--- src/rtl/core/assert_macros.svh ---
// assertion helpers used by the top-level rtl file
`ifndef ASSERT_MACROS_SVH
`define ASSERT_MACROS_SVH

// same-cycle implication, checked on every rising edge outside reset
`define ASSERT_IMPL(lbl, ante, cons, msg) \
	lbl: assert property (@(posedge clk) disable iff (!arst_n) (ante) |-> (cons)) \
		else $error(msg);

// next-cycle implication, checked on every rising edge outside reset
`define ASSERT_NEXT(lbl, ante, cons, msg) \
	lbl: assert property (@(posedge clk) disable iff (!arst_n) (ante) |=> (cons)) \
		else $error(msg);

`endif

--- src/rtl/core/pslsel_pkg.sv ---
`default_nettype none
package pslsel_pkg;

	// field widths
	localparam int POS_W      = 16;
	localparam int HEAD_W     = 16;
	localparam int SPEED_W    = 12;
	localparam int DIST_W     = 33;
	localparam int CNT_W      = 7;
	localparam int GOAL_W     = 3;
	localparam int SOCIAL_W   = 4;
	localparam int CFG_IDX_W  = 3;
	localparam int CFG_DATA_W = 33;

	// derived datapath widths
	localparam int DIFF_W = POS_W + 1;
	localparam int SQ_W   = 2 * DIFF_W;
	localparam int SUM_W  = (SQ_W + 1 > DIST_W + 1) ? SQ_W + 1 : DIST_W + 1;
	localparam int PROD_W = DIFF_W + HEAD_W;
	localparam int DOT_W  = PROD_W + 1;

	// register indexes
	localparam logic [CFG_IDX_W-1:0] CFG_SLOW_DIST   = 3'd0;
	localparam logic [CFG_IDX_W-1:0] CFG_CLOSE_DIST  = 3'd1;
	localparam logic [CFG_IDX_W-1:0] CFG_MID_DIST    = 3'd2;
	localparam logic [CFG_IDX_W-1:0] CFG_FAR_DIST    = 3'd3;
	localparam logic [CFG_IDX_W-1:0] CFG_CLOSE_CAP   = 3'd4;
	localparam logic [CFG_IDX_W-1:0] CFG_CROWD_CAP   = 3'd5;
	localparam logic [CFG_IDX_W-1:0] CFG_SINGLE_CAP  = 3'd6;
	localparam logic [CFG_IDX_W-1:0] CFG_CROWD_LIMIT = 3'd7;

	// register reset values
	localparam logic [DIST_W-1:0]  RST_SLOW_DIST   = 33'd16384;
	localparam logic [DIST_W-1:0]  RST_CLOSE_DIST  = 33'd23716;
	localparam logic [DIST_W-1:0]  RST_MID_DIST    = 33'd147456;
	localparam logic [DIST_W-1:0]  RST_FAR_DIST    = 33'd589824;
	localparam logic [SPEED_W-1:0] RST_CLOSE_CAP   = 12'd77;
	localparam logic [SPEED_W-1:0] RST_CROWD_CAP   = 12'd102;
	localparam logic [SPEED_W-1:0] RST_SINGLE_CAP  = 12'd128;
	localparam logic [CNT_W-1:0]   RST_CROWD_LIMIT = 7'd2;

	// saturation points
	localparam logic [DIST_W-1:0] DIST_MAX = {DIST_W{1'b1}};
	localparam logic [CNT_W-1:0]  CNT_MAX  = {CNT_W{1'b1}};

	// weight codes in halves
	localparam logic [GOAL_W-1:0]   GOAL_CLOSE   = 3'd3;
	localparam logic [GOAL_W-1:0]   GOAL_MID     = 3'd4;
	localparam logic [GOAL_W-1:0]   GOAL_FAR     = 3'd5;
	localparam logic [GOAL_W-1:0]   GOAL_OPEN    = 3'd6;
	localparam logic [GOAL_W-1:0]   GOAL_EMPTY   = 3'd5;
	localparam logic [SOCIAL_W-1:0] SOCIAL_CLOSE = 4'd8;
	localparam logic [SOCIAL_W-1:0] SOCIAL_MID   = 4'd4;
	localparam logic [SOCIAL_W-1:0] SOCIAL_FAR   = 4'd2;
	localparam logic [SOCIAL_W-1:0] SOCIAL_OPEN  = 4'd1;
	localparam logic [SOCIAL_W-1:0] SOCIAL_EMPTY = 4'd1;

	// controller to datapath commands
	typedef struct packed {
		logic capture;
		logic multiply;
		logic accumulate;
		logic load_out;
	} dp_cmd_t;

	// datapath to controller status
	typedef struct packed {
		logic item_last;
	} dp_sts_t;

endpackage
`default_nettype wire

--- src/rtl/core/pslsel_ctrl.sv ---
`default_nettype none
module pslsel_ctrl (
	input  wire                  clk,
	input  wire                  arst_n,
	input  wire                  in_valid,
	output logic                 in_stall,
	output logic                 out_valid,
	input  wire                  out_stall,
	input  pslsel_pkg::dp_sts_t  sts,
	output pslsel_pkg::dp_cmd_t  cmd
);
	import pslsel_pkg::*;

	localparam logic [1:0] ST_IDLE = 2'd0;
	localparam logic [1:0] ST_MUL  = 2'd1;
	localparam logic [1:0] ST_ACC  = 2'd2;
	localparam logic [1:0] ST_FIN  = 2'd3;

	logic [1:0] state_q;
	logic [1:0] state_d;
	logic       out_valid_q;
	logic       out_free;

	// output register can take a new result when empty or being drained
	assign out_free  = !out_valid_q || !out_stall;
	assign in_stall  = (state_q != ST_IDLE);
	assign out_valid = out_valid_q;

	// next state and commands
	always_comb begin
		state_d = state_q;
		cmd     = '0;
		unique case (state_q)
			ST_IDLE: begin
				if (in_valid) begin
					cmd.capture = 1'b1;
					state_d     = ST_MUL;
				end
			end
			ST_MUL: begin
				cmd.multiply = 1'b1;
				state_d      = ST_ACC;
			end
			ST_ACC: begin
				cmd.accumulate = 1'b1;
				state_d        = sts.item_last ? ST_FIN : ST_IDLE;
			end
			ST_FIN: begin
				if (out_free) begin
					cmd.load_out = 1'b1;
					state_d      = ST_IDLE;
				end
			end
			default: state_d = ST_IDLE;
		endcase
	end

	// state and output valid registers
	always_ff @(posedge clk or negedge arst_n) begin
		if (!arst_n) begin
			state_q     <= ST_IDLE;
			out_valid_q <= 1'b0;
		end else begin
			state_q <= state_d;
			if (cmd.load_out) begin
				out_valid_q <= 1'b1;
			end else if (!out_stall) begin
				out_valid_q <= 1'b0;
			end
		end
	end

endmodule
`default_nettype wire

--- src/rtl/core/pslsel_dp.sv ---
`default_nettype none
module pslsel_dp (
	input  wire                                   clk,
	input  wire                                   arst_n,
	input  pslsel_pkg::dp_cmd_t                   cmd,
	output pslsel_pkg::dp_sts_t                   sts,
	input  wire                                   cfg_we,
	input  wire  [pslsel_pkg::CFG_IDX_W-1:0]      cfg_index,
	input  wire  [pslsel_pkg::CFG_DATA_W-1:0]     cfg_wdata,
	input  wire  signed [pslsel_pkg::POS_W-1:0]   robot_pos_x,
	input  wire  signed [pslsel_pkg::POS_W-1:0]   robot_pos_y,
	input  wire  signed [pslsel_pkg::HEAD_W-1:0]  heading_cos,
	input  wire  signed [pslsel_pkg::HEAD_W-1:0]  heading_sin,
	input  wire  [pslsel_pkg::SPEED_W-1:0]        default_speed,
	input  wire  signed [pslsel_pkg::POS_W-1:0]   person_pos_x,
	input  wire  signed [pslsel_pkg::POS_W-1:0]   person_pos_y,
	input  wire                                   person_valid,
	input  wire                                   last_person,
	output logic [pslsel_pkg::SPEED_W-1:0]        speed_limit,
	output logic [pslsel_pkg::GOAL_W-1:0]         goal_weight_halves,
	output logic [pslsel_pkg::SOCIAL_W-1:0]       social_weight_halves,
	output logic [pslsel_pkg::DIST_W-1:0]         nearest_dist_sq,
	output logic                                  someone_ahead,
	output logic [pslsel_pkg::CNT_W-1:0]          ahead_count
);
	import pslsel_pkg::*;

	// configuration registers
	logic [DIST_W-1:0]  slow_dist_q;
	logic [DIST_W-1:0]  close_dist_q;
	logic [DIST_W-1:0]  mid_dist_q;
	logic [DIST_W-1:0]  far_dist_q;
	logic [SPEED_W-1:0] close_cap_q;
	logic [SPEED_W-1:0] crowd_cap_q;
	logic [SPEED_W-1:0] single_cap_q;
	logic [CNT_W-1:0]   crowd_limit_q;

	// captured item
	logic signed [POS_W-1:0]  rx_q, ry_q, px_q, py_q;
	logic signed [HEAD_W-1:0] hc_q, hs_q;
	logic [SPEED_W-1:0]       speed_q;
	logic                     valid_q;
	logic                     last_q;

	// products
	logic [SQ_W-1:0]          sqx_q, sqy_q;
	logic signed [PROD_W-1:0] dotx_q, doty_q;

	// frame accumulators
	logic              frame_open_q;
	logic              nonempty_q;
	logic [DIST_W-1:0] min_q;
	logic [CNT_W-1:0]  cnt_q;

	// output payload
	logic [SPEED_W-1:0]  speed_out_q;
	logic [GOAL_W-1:0]   goal_out_q;
	logic [SOCIAL_W-1:0] social_out_q;
	logic [DIST_W-1:0]   near_out_q;
	logic                ahead_out_q;
	logic [CNT_W-1:0]    count_out_q;

	// combinational nets
	logic signed [DIFF_W-1:0] dx, dy;
	logic signed [SQ_W-1:0]   sqx, sqy;
	logic [SUM_W-1:0]         d2_sum;
	logic [DIST_W-1:0]        d2_sat;
	logic signed [DOT_W-1:0]  dot;
	logic                     in_front;
	logic [DIST_W-1:0]        base_min;
	logic [CNT_W-1:0]         base_cnt;
	logic                     base_ne;
	logic                     front_seen;
	logic [SPEED_W-1:0]       cap;
	logic                     use_cap;
	logic [SPEED_W-1:0]       speed_sel;
	logic [GOAL_W-1:0]        goal_sel;
	logic [SOCIAL_W-1:0]      social_sel;

	assign sts.item_last = last_q;

	// configuration writes
	always_ff @(posedge clk or negedge arst_n) begin
		if (!arst_n) begin
			slow_dist_q   <= RST_SLOW_DIST;
			close_dist_q  <= RST_CLOSE_DIST;
			mid_dist_q    <= RST_MID_DIST;
			far_dist_q    <= RST_FAR_DIST;
			close_cap_q   <= RST_CLOSE_CAP;
			crowd_cap_q   <= RST_CROWD_CAP;
			single_cap_q  <= RST_SINGLE_CAP;
			crowd_limit_q <= RST_CROWD_LIMIT;
		end else if (cfg_we) begin
			unique case (cfg_index)
				CFG_SLOW_DIST:   slow_dist_q   <= cfg_wdata[DIST_W-1:0];
				CFG_CLOSE_DIST:  close_dist_q  <= cfg_wdata[DIST_W-1:0];
				CFG_MID_DIST:    mid_dist_q    <= cfg_wdata[DIST_W-1:0];
				CFG_FAR_DIST:    far_dist_q    <= cfg_wdata[DIST_W-1:0];
				CFG_CLOSE_CAP:   close_cap_q   <= cfg_wdata[SPEED_W-1:0];
				CFG_CROWD_CAP:   crowd_cap_q   <= cfg_wdata[SPEED_W-1:0];
				CFG_SINGLE_CAP:  single_cap_q  <= cfg_wdata[SPEED_W-1:0];
				CFG_CROWD_LIMIT: crowd_limit_q <= cfg_wdata[CNT_W-1:0];
				default: ;
			endcase
		end
	end

	// item capture
	always_ff @(posedge clk) begin
		if (cmd.capture) begin
			rx_q    <= robot_pos_x;
			ry_q    <= robot_pos_y;
			hc_q    <= heading_cos;
			hs_q    <= heading_sin;
			speed_q <= default_speed;
			px_q    <= person_pos_x;
			py_q    <= person_pos_y;
			valid_q <= person_valid;
			last_q  <= last_person;
		end
	end

	// offsets and products
	assign dx  = DIFF_W'(px_q) - DIFF_W'(rx_q);
	assign dy  = DIFF_W'(py_q) - DIFF_W'(ry_q);
	assign sqx = dx * dx;
	assign sqy = dy * dy;

	always_ff @(posedge clk) begin
		if (cmd.multiply) begin
			sqx_q  <= sqx;
			sqy_q  <= sqy;
			dotx_q <= dx * hc_q;
			doty_q <= dy * hs_q;
		end
	end

	// squared distance with saturation, heading test
	assign d2_sum   = SUM_W'(sqx_q) + SUM_W'(sqy_q);
	assign d2_sat   = (|d2_sum[SUM_W-1:DIST_W]) ? DIST_MAX : d2_sum[DIST_W-1:0];
	assign dot      = DOT_W'(dotx_q) + DOT_W'(doty_q);
	assign in_front = !dot[DOT_W-1] && (dot != '0) && (d2_sat < far_dist_q);

	// first item of a frame starts from cleared accumulators
	assign base_min = frame_open_q ? min_q : DIST_MAX;
	assign base_cnt = frame_open_q ? cnt_q : '0;
	assign base_ne  = frame_open_q && nonempty_q;

	always_ff @(posedge clk or negedge arst_n) begin
		if (!arst_n) begin
			frame_open_q <= 1'b0;
			nonempty_q   <= 1'b0;
			min_q        <= DIST_MAX;
			cnt_q        <= '0;
		end else if (cmd.accumulate) begin
			frame_open_q <= !last_q;
			if (valid_q) begin
				nonempty_q <= 1'b1;
				min_q      <= (d2_sat < base_min) ? d2_sat : base_min;
				cnt_q      <= (in_front && base_cnt != CNT_MAX) ? base_cnt + 1'b1 : base_cnt;
			end else begin
				nonempty_q <= base_ne;
				min_q      <= base_min;
				cnt_q      <= base_cnt;
			end
		end
	end

	// speed ladder
	assign front_seen = (cnt_q != '0);

	always_comb begin
		cap     = single_cap_q;
		use_cap = 1'b0;
		priority if (min_q < slow_dist_q) begin
			cap     = close_cap_q;
			use_cap = 1'b1;
		end else if (front_seen && cnt_q > crowd_limit_q) begin
			cap     = crowd_cap_q;
			use_cap = 1'b1;
		end else if (front_seen) begin
			cap     = single_cap_q;
			use_cap = 1'b1;
		end
		speed_sel = (use_cap && cap < speed_q) ? cap : speed_q;
	end

	// weight ladder
	always_comb begin
		priority if (!nonempty_q) begin
			goal_sel   = GOAL_EMPTY;
			social_sel = SOCIAL_EMPTY;
		end else if (min_q < close_dist_q) begin
			goal_sel   = GOAL_CLOSE;
			social_sel = SOCIAL_CLOSE;
		end else if (min_q < mid_dist_q) begin
			goal_sel   = GOAL_MID;
			social_sel = SOCIAL_MID;
		end else if (min_q < far_dist_q) begin
			goal_sel   = GOAL_FAR;
			social_sel = SOCIAL_FAR;
		end else begin
			goal_sel   = GOAL_OPEN;
			social_sel = SOCIAL_OPEN;
		end
	end

	// result register
	always_ff @(posedge clk) begin
		if (cmd.load_out) begin
			speed_out_q  <= nonempty_q ? speed_sel : speed_q;
			goal_out_q   <= goal_sel;
			social_out_q <= social_sel;
			near_out_q   <= min_q;
			ahead_out_q  <= front_seen;
			count_out_q  <= cnt_q;
		end
	end

	assign speed_limit          = speed_out_q;
	assign goal_weight_halves   = goal_out_q;
	assign social_weight_halves = social_out_q;
	assign nearest_dist_sq      = near_out_q;
	assign someone_ahead        = ahead_out_q;
	assign ahead_count          = count_out_q;

endmodule
`default_nettype wire

--- src/rtl/core/proximity_speed_limit_selector.sv ---
// sequence: each accepted item steps through capture, multiply and accumulate before the next accept
// a last item then also loads the result register, waiting while that register is full and stalled
// input: no new item is accepted until the controller has stepped the last one through
// the shared multiply and accumulate stages; a stalled result holds off only the last item
// reset: arst_n clears control, frame accumulators and loads register defaults at once
`default_nettype none
`include "assert_macros.svh"
module proximity_speed_limit_selector (
	input  wire                                   clk,
	input  wire                                   arst_n,
	input  wire                                   in_valid,
	output logic                                  in_stall,
	input  wire  signed [pslsel_pkg::POS_W-1:0]   robot_pos_x,
	input  wire  signed [pslsel_pkg::POS_W-1:0]   robot_pos_y,
	input  wire  signed [pslsel_pkg::HEAD_W-1:0]  heading_cos,
	input  wire  signed [pslsel_pkg::HEAD_W-1:0]  heading_sin,
	input  wire  [pslsel_pkg::SPEED_W-1:0]        default_speed,
	input  wire  signed [pslsel_pkg::POS_W-1:0]   person_pos_x,
	input  wire  signed [pslsel_pkg::POS_W-1:0]   person_pos_y,
	input  wire                                   person_valid,
	input  wire                                   last_person,
	output logic                                  out_valid,
	input  wire                                   out_stall,
	output logic [pslsel_pkg::SPEED_W-1:0]        speed_limit,
	output logic [pslsel_pkg::GOAL_W-1:0]         goal_weight_halves,
	output logic [pslsel_pkg::SOCIAL_W-1:0]       social_weight_halves,
	output logic [pslsel_pkg::DIST_W-1:0]         nearest_dist_sq,
	output logic                                  someone_ahead,
	output logic [pslsel_pkg::CNT_W-1:0]          ahead_count,
	input  wire                                   cfg_we,
	input  wire  [pslsel_pkg::CFG_IDX_W-1:0]      cfg_index,
	input  wire  [pslsel_pkg::CFG_DATA_W-1:0]     cfg_wdata
);
	import pslsel_pkg::*;

	dp_cmd_t cmd;
	dp_sts_t sts;

	// sequencing
	pslsel_ctrl u_ctrl (
		.clk       (clk),
		.arst_n    (arst_n),
		.in_valid  (in_valid),
		.in_stall  (in_stall),
		.out_valid (out_valid),
		.out_stall (out_stall),
		.sts       (sts),
		.cmd       (cmd)
	);

	// arithmetic, accumulators and result register
	pslsel_dp u_dp (
		.clk                  (clk),
		.arst_n               (arst_n),
		.cmd                  (cmd),
		.sts                  (sts),
		.cfg_we               (cfg_we),
		.cfg_index            (cfg_index),
		.cfg_wdata            (cfg_wdata),
		.robot_pos_x          (robot_pos_x),
		.robot_pos_y          (robot_pos_y),
		.heading_cos          (heading_cos),
		.heading_sin          (heading_sin),
		.default_speed        (default_speed),
		.person_pos_x         (person_pos_x),
		.person_pos_y         (person_pos_y),
		.person_valid         (person_valid),
		.last_person          (last_person),
		.speed_limit          (speed_limit),
		.goal_weight_halves   (goal_weight_halves),
		.social_weight_halves (social_weight_halves),
		.nearest_dist_sq      (nearest_dist_sq),
		.someone_ahead        (someone_ahead),
		.ahead_count          (ahead_count)
	);

	// an accepted item keeps the block busy in the following cycle
	`ASSERT_NEXT(a_busy_after_accept, in_valid && !in_stall, in_stall, "idle right after accept")
	// a result never loads while the block is idle for input
	`ASSERT_IMPL(a_load_when_busy, cmd.load_out, in_stall, "result loaded while idle")
	// ahead flag agrees with the count
	`ASSERT_IMPL(a_ahead_count, out_valid, someone_ahead == (ahead_count != '0),
		"ahead flag and count disagree")
	// goal code stays within its ladder
	`ASSERT_IMPL(a_goal_range, out_valid,
		goal_weight_halves == GOAL_CLOSE || goal_weight_halves == GOAL_MID ||
		goal_weight_halves == GOAL_FAR || goal_weight_halves == GOAL_OPEN,
		"goal code out of range")

endmodule
`default_nettype wire
--- config.mk ---
export PLATFORM = sky130hd
export DESIGN_NAME = proximity_speed_limit_selector
export DESIGN_NICKNAME = d
export VERILOG_FILES = /design/src/rtl/core/pslsel_pkg.sv /design/src/rtl/core/pslsel_ctrl.sv /design/src/rtl/core/pslsel_dp.sv /design/src/rtl/core/proximity_speed_limit_selector.sv
export VERILOG_INCLUDE_DIRS = /design/src /design/src/rtl/core
export SDC_FILE = /design/constraint.sdc
export NUM_CORES = 2
export LEC_CHECK = 0
export BUFFER_PORTS_ARGS = -buffer_cell sky130_fd_sc_hd__buf_2
export CAP_MARGIN = 40
export CORE_MARGIN = 2
export CORE_UTILIZATION = 42
export CTS_CLUSTER_DIAMETER = 200
export DETAILED_ROUTE_END_ITERATION = 7
export HOLD_SLACK_MARGIN = 0.1
export PLACE_DENSITY_LB_ADDON = 0.3
export SLEW_MARGIN = 20
export SYNTH_ARGS = -nofsm -noshare
export SYNTH_HDL_FRONTEND = slang
export SYNTH_SLANG_ARGS = --single-unit
--- constraint.sdc ---
create_clock -name clk -period 10.05 [get_ports clk]
set_input_delay 0 -clock clk [delete_from_list [all_inputs] [get_ports clk]]
set_output_delay 0 -clock clk [all_outputs]
set_load 0.02 [all_outputs]
# Word level (Yosys, flattened, before mapping)
# Cells that the tools add are included.
[word_totals]
n_memories = 0
output_inout_bits = 62
in_bits = 151
latchBits = 0
register_bits = 524
mem_bits_rw = 0
mem_bits_ro = 0
[classes]
n_eq_ne = 14
magnitude_cmp = 8
bitwise = 1
n_div = 0
n_shift = 0
reduce_logical = 28
addsub = 5
multipliers = 4
mux = 33
[ops]
columns = ["operator", "count"]
rows = [
  ["$lt A33 B33 Y1", 6],
  ["$mux W33", 4],
  ["$mul A17 B17 Y34", 2],
  ["$mul A17 B16 Y33", 2],
  ["$mux W12", 4],
  ["$add A34 B34 Y35", 1],
  ["$add A33 B33 Y34", 1],
  ["$reduce_bool A34 Y1", 1],
  ["$sub A16 B16 Y17", 2],
  ["$mux W7", 3],
  ["$reduce_and A2 Y1", 9],
  ["$eq A3 B3 Y1 const B", 4],
  ["$lt A12 B12 Y1", 1],
  ["$mux W1", 12],
  ["$mux W2", 5],
  ["$mux W4", 2],
  ["$pmux W2 S4", 1],
  ["$add A7 B1 Y7 const B", 1],
  ["$gt A7 B7 Y1", 1],
  ["$ne A7 B7 Y1 const B", 1],
  ["$reduce_bool A7 Y1", 1],
  ["$eq A3 B2 Y1 const B", 2],
  ["$logic_and A1 B1 Y1", 6],
  ["$mux W3", 2],
  ["13 further kinds", 19],
]

# Depth between registers and ports, before layout
[depth]
depth_word = 8
ltp_mapped = 40
ltp_nobuf = 39

# By module
# A second synthesis with hierarchy kept.
[unflattened]
cells_unflattened = 6735
hier_area_um2 = 67214.5
[modules_own_cells]
columns = ["mod", "instances", "area_per_inst_um2", "cells_each"]
rows = [
  ["pslsel_dp", 1, 67069.3, 6719],
  ["pslsel_ctrl", 1, 145.1, 16],
]

# Least setup slack after synthesis
# Ideal clock, no wire load.
[synth_timing]
path_kind = "flip-flop to flip-flop"
start = "register u_dp.px_q[0]"
end = "register u_dp.dotx_q[31] (data pin)"
stages_incl_launch_ff = 40
slack_ps = 953
arrival_ps = 8835
setup_ps = 262
path_buffers = 1
t_required_ps = 9788
cell_sequence = "edfxtp_1 > inv_1 > ha_1 > inv_1 > fa_1 > a21o_1 > a21oi_1 > o21ai_0 > a21oi_1 > o21bai_1 > a211oi_1 > o21ai_0 > nand2_1 > xor2_1 > clkinv_1 > clkbuf_1 > nand2_1 > fa_1 > [4 not listed] > inv_1 > fa_1 > inv_1 > fa_1 > inv_1 > fa_1 > ha_1 > a21o_1 > a21o_1 > a21oi_1 > o211a_1 > nor3_1 > o41ai_1 > nand2b_1 > a41o_1 > o41ai_1 > mux2i_1 > nand3_1"
[synth_via]
elab_chain_cells = 2
[synth_lines]
columns = ["item", "line_no", "source"]
rows = [
  ["from (decl)", "pslsel_dp.sv:39", "logic signed [POS_W-1:0] rx_q, ry_q, px_q, py_q;"],
  ["from (signal assigned)", "pslsel_dp.sv:116", "px_q <= person_pos_x;"],
  ["$sub A16 B16 Y17", "pslsel_dp.sv:124", "assign dx = DIFF_W'(px_q) - DIFF_W'(rx_q);"],
  ["$mul A17 B16 Y33", "pslsel_dp.sv:133", "dotx_q <= dx * hc_q;"],
  ["to (signal assigned)", "pslsel_dp.sv:133", ""],
  ["to (decl)", "pslsel_dp.sv:47", "logic signed [PROD_W-1:0] dotx_q, doty_q;"],
]
# Every way passes these cells.
# A chain may end at the register's enable or synchronous reset.

# Final worst setup path
[layout_timing]
start = "register u_dp.py_q[0]"
end = "register u_dp.doty_q[32] (data pin)"
[layout_via]
elab_chain_cells = 2
[layout_lines]
columns = ["item", "line_no", "source"]
rows = [
  ["from (decl)", "pslsel_dp.sv:39", ""],
  ["from (signal assigned)", "pslsel_dp.sv:117", "py_q <= person_pos_y;"],
  ["$sub A16 B16 Y17", "pslsel_dp.sv:125", "assign dy = DIFF_W'(py_q) - DIFF_W'(ry_q);"],
  ["$mul A17 B16 Y33", "pslsel_dp.sv:134", "doty_q <= dy * hs_q;"],
  ["to (signal assigned)", "pslsel_dp.sv:134", ""],
  ["to (decl)", "pslsel_dp.sv:47", ""],
]
# Every way passes these cells.

==> flow_summary.toml <==
[synth]
synth_area_leader_cell = "fa_1"
synth_cell_types = 95
synth_common_cells = "1493 x inv_1, 1098 x fa_1, 725 x nand2_1"
syn_inst = 6866
synth_area_leaders = "fa_1 32%, edfxtp_1 13%, ha_1 12%"
synth.most_common_cell = "inv_1"
synth_edf_count = 302
mappedNetlistNets = 8755
ys_async_sr_fraction_pct = 42.1
ys_ff_latch = 522
yosys_most_used_dff = "edfxtp_1"
synth_area_um2 = 67700
post-synth-top-area-fraction_pct = 32.5
ys_warn_count = 0
ys_seq_area_share_pct = 21.6
avgSynthCellArea_um2 = 9.86

[clock_tree]
h-tree-depth = 2
clock_sinks = 522
clk_pin_slew_ns = 0.07
clockRootBuffer = "clkbuf_16"
clkLatencyLatePin_ns = 0.71
clockBufferDepth = 3
cts-buffers-inserted = 61
cts_tree = "done"

[critical_path]
cp.required_ns = 10.49
rr_worst_depth = 35
cp-end-kind = "flip-flop"
critPathKind = "flip-flop to flip-flop"
crit_top_cell = "fa_1"
crit_arrival_ns = 9.91
critPathMaxFanout = 10
start_kind = "flip-flop"
cp_slowest_cell = "fa_1"
slowest_delay_ns = 0.69

[grt]
antenna_found_initial = 6
grtUsageTotal_pct = 22.3
grt_start_max_net_pins = 112
grt_pass1_wl_um = 288000
first_global_vias = 53100
gr-total-overflow = 0

[routing]
drtIter0Drc = 3082
avgRoutedWirePerCell_um = 18.6
routed-via-count = 48900
ant_nets = 0
routed_wl_um = 178000
via_per_inst = 5.12
drc = 0
drtPass1Iterations = 6

[floorplanning]
die_h_um = 405
fp-row-count = 147
coreArea_um2 = 160000
design.die.area_um2 = 164000
boundaryPins = 213
fp.dieW_um = 405
initial_core_util_pct = 42.2

[timing]
grt_setup_unrepaired = "false"
max_freq_mhz = 106
setup_viol = 0
clock_skew_ns = 0.0505
setup_tns_ns = 0
maxSlewViolCount = 0
tightest_slew_ns = 0.915
min_period_ns = 9.47
slew_headroom_pct = 39.0
finalHoldViolCount = 0
finalCritPeriodShare_pct = 94.2
hold-worst-slack_ns = 0.160

[cells_and_area]
drive_above_1_share_pct = 8.78
syn_to_final_growth_pct = 13.7
finish.utilization_pct = 48.0
fin_nets = 9227

[status]
status = "complete, no violations"

[worst_hold_path]
hp-class = "input port to flip-flop"
holdPathStages = 4

[placed_design]
port-buffer-count = 212
dpl.hpwl_um = 139000
gp_congestion = 0.915

[flow_run]
drv_cap = 0
## per-stage QoR
stage	instance area, um^2	worst slack [ns]	instances
after global routing	77000	0.0000657	9551
after detailed placement	71700	0.348	9121
after CTS	76800	0.307	9541
after floorplan	67700	0.953	6866
final	77000	0.582	9554
after global placement	71500	0.527	9105
## kinds of logic (layout without fill, tap and decap cells)
| logic type | after synthesis | count (layout) | synth area share (%) |
|---|---|---|---|
| buffers and inverters | 1724 | 2249 | 9.58 |
| multiplexers | 114 | 114 | 1.85 |
| adder cells (fa/ha/maj) | 1738 | 1738 | 44.3 |
| AND/OR/NAND/NOR | 1703 | 1703 | 11.6 |
| XOR/XNOR | 186 | 186 | 2.41 |
| other | 0 | 3 | 0 |
| AO/OA/AOI/OAI | 879 | 879 | 8.59 |
| flip-flops | 522 | 522 | 21.6 |
## cells in the final DEF (no fill, tap or decap), drive strengths merged, types with 41 or more instances in the layout
cell type | synthesis | routed
mux2 | 91 | 91
nand2 | 725 | 725
nor2b | 73 | 73
nor2 | 365 | 365
a21oi | 190 | 190
nand2b | 43 | 43
and2 | 188 | 188
o21ai | 238 | 238
xnor2 | 144 | 144
clkbuf | 203 | 79
nand4 | 45 | 45
a21o | 116 | 116
o21a | 41 | 41
inv | 1494 | 1497
nand3 | 82 | 82
nor3 | 61 | 61
dfstp | 55 | 55
edfxtp | 302 | 302
dfrtp | 165 | 165
xor2 | 42 | 42
dlygate4sd3 | 0 | 303
buf | 18 | 327
fa | 1098 | 1098
ha | 640 | 640
## worst max-delay path, delay by kind of cell (launching register included)
kind	cells	cell delay (ns)
compound gates	19	3.95
buf+inv	4	0.40
xor+xnor	1	0.08
simple gates	2	0.34
flops	1	0.33
fa+ha+maj	9	4.11
## sequential cells by signal (all words and copies together), names as in the netlist, 33 cells and up
register / cells
u_dp.close_dist_q: 33
u_dp.dotx_q: 33
u_dp.doty_q: 33
u_dp.far_dist_q: 33
u_dp.mid_dist_q: 33
u_dp.min_q: 33
u_dp.nearest_dist_sq: 33
u_dp.slow_dist_q: 33
u_dp.sqx_q: 33
u_dp.sqy_q: 33
## area by class of cell
type	instances	area, um^2
Timing Repair Buffer	630	5150
Sequential cell	522	14600
Multi-Input combinational cell	4620	46800
Tap cell	2160	2700
Clock buffer	79	1680
Inverter	1503	5650
Antenna cell	3	7.51
Fill cell	14900	83400
Clock inverter	37	382
## repair_timing
action                                  CTS  global route
hold endpoints to repair                411             0
resized for setup                         0            19
hold buffers                            304             0
setup buffers                             0             3
endpoints found under the setup margin    0            12
## routing by layer
metal / track usage, % / part of all wire, % / up-vias
met5: 0 / 0 / -
met4: 5.86 / 2.6 / 0
met3: 2.97 / 5.3 / 230
met2: 39.2 / 49 / 1168
met1: 28.9 / 43 / 24800
li1: - / - / 22700
## path summary, 6_finish.rpt
| check | endpoint | start | slack (ns) |
|---|---|---|---|
| worst max register to register | u_dp.doty_q[32] | u_dp.py_q[0] | 0.58 |
| min in group asynchronous | u_dp.min_q[28] | arst_n | 0.59 |
| max in group asynchronous | u_dp.mid_dist_q[14] | arst_n | 7.91 |
| worst min-delay path | u_dp.slow_dist_q[23] | cfg_wdata[23] | 0.16 |
| worst min register to register | u_dp.close_dist_q[10] | u_dp.close_dist_q[10] | 0.50 |
| worst max-delay path | u_dp.doty_q[32] | u_dp.py_q[0] | 0.58 |
Power is left out: the tool's default activity adds up to more than one toggle a clock period on the data nets, which glitch-free logic cannot reach.
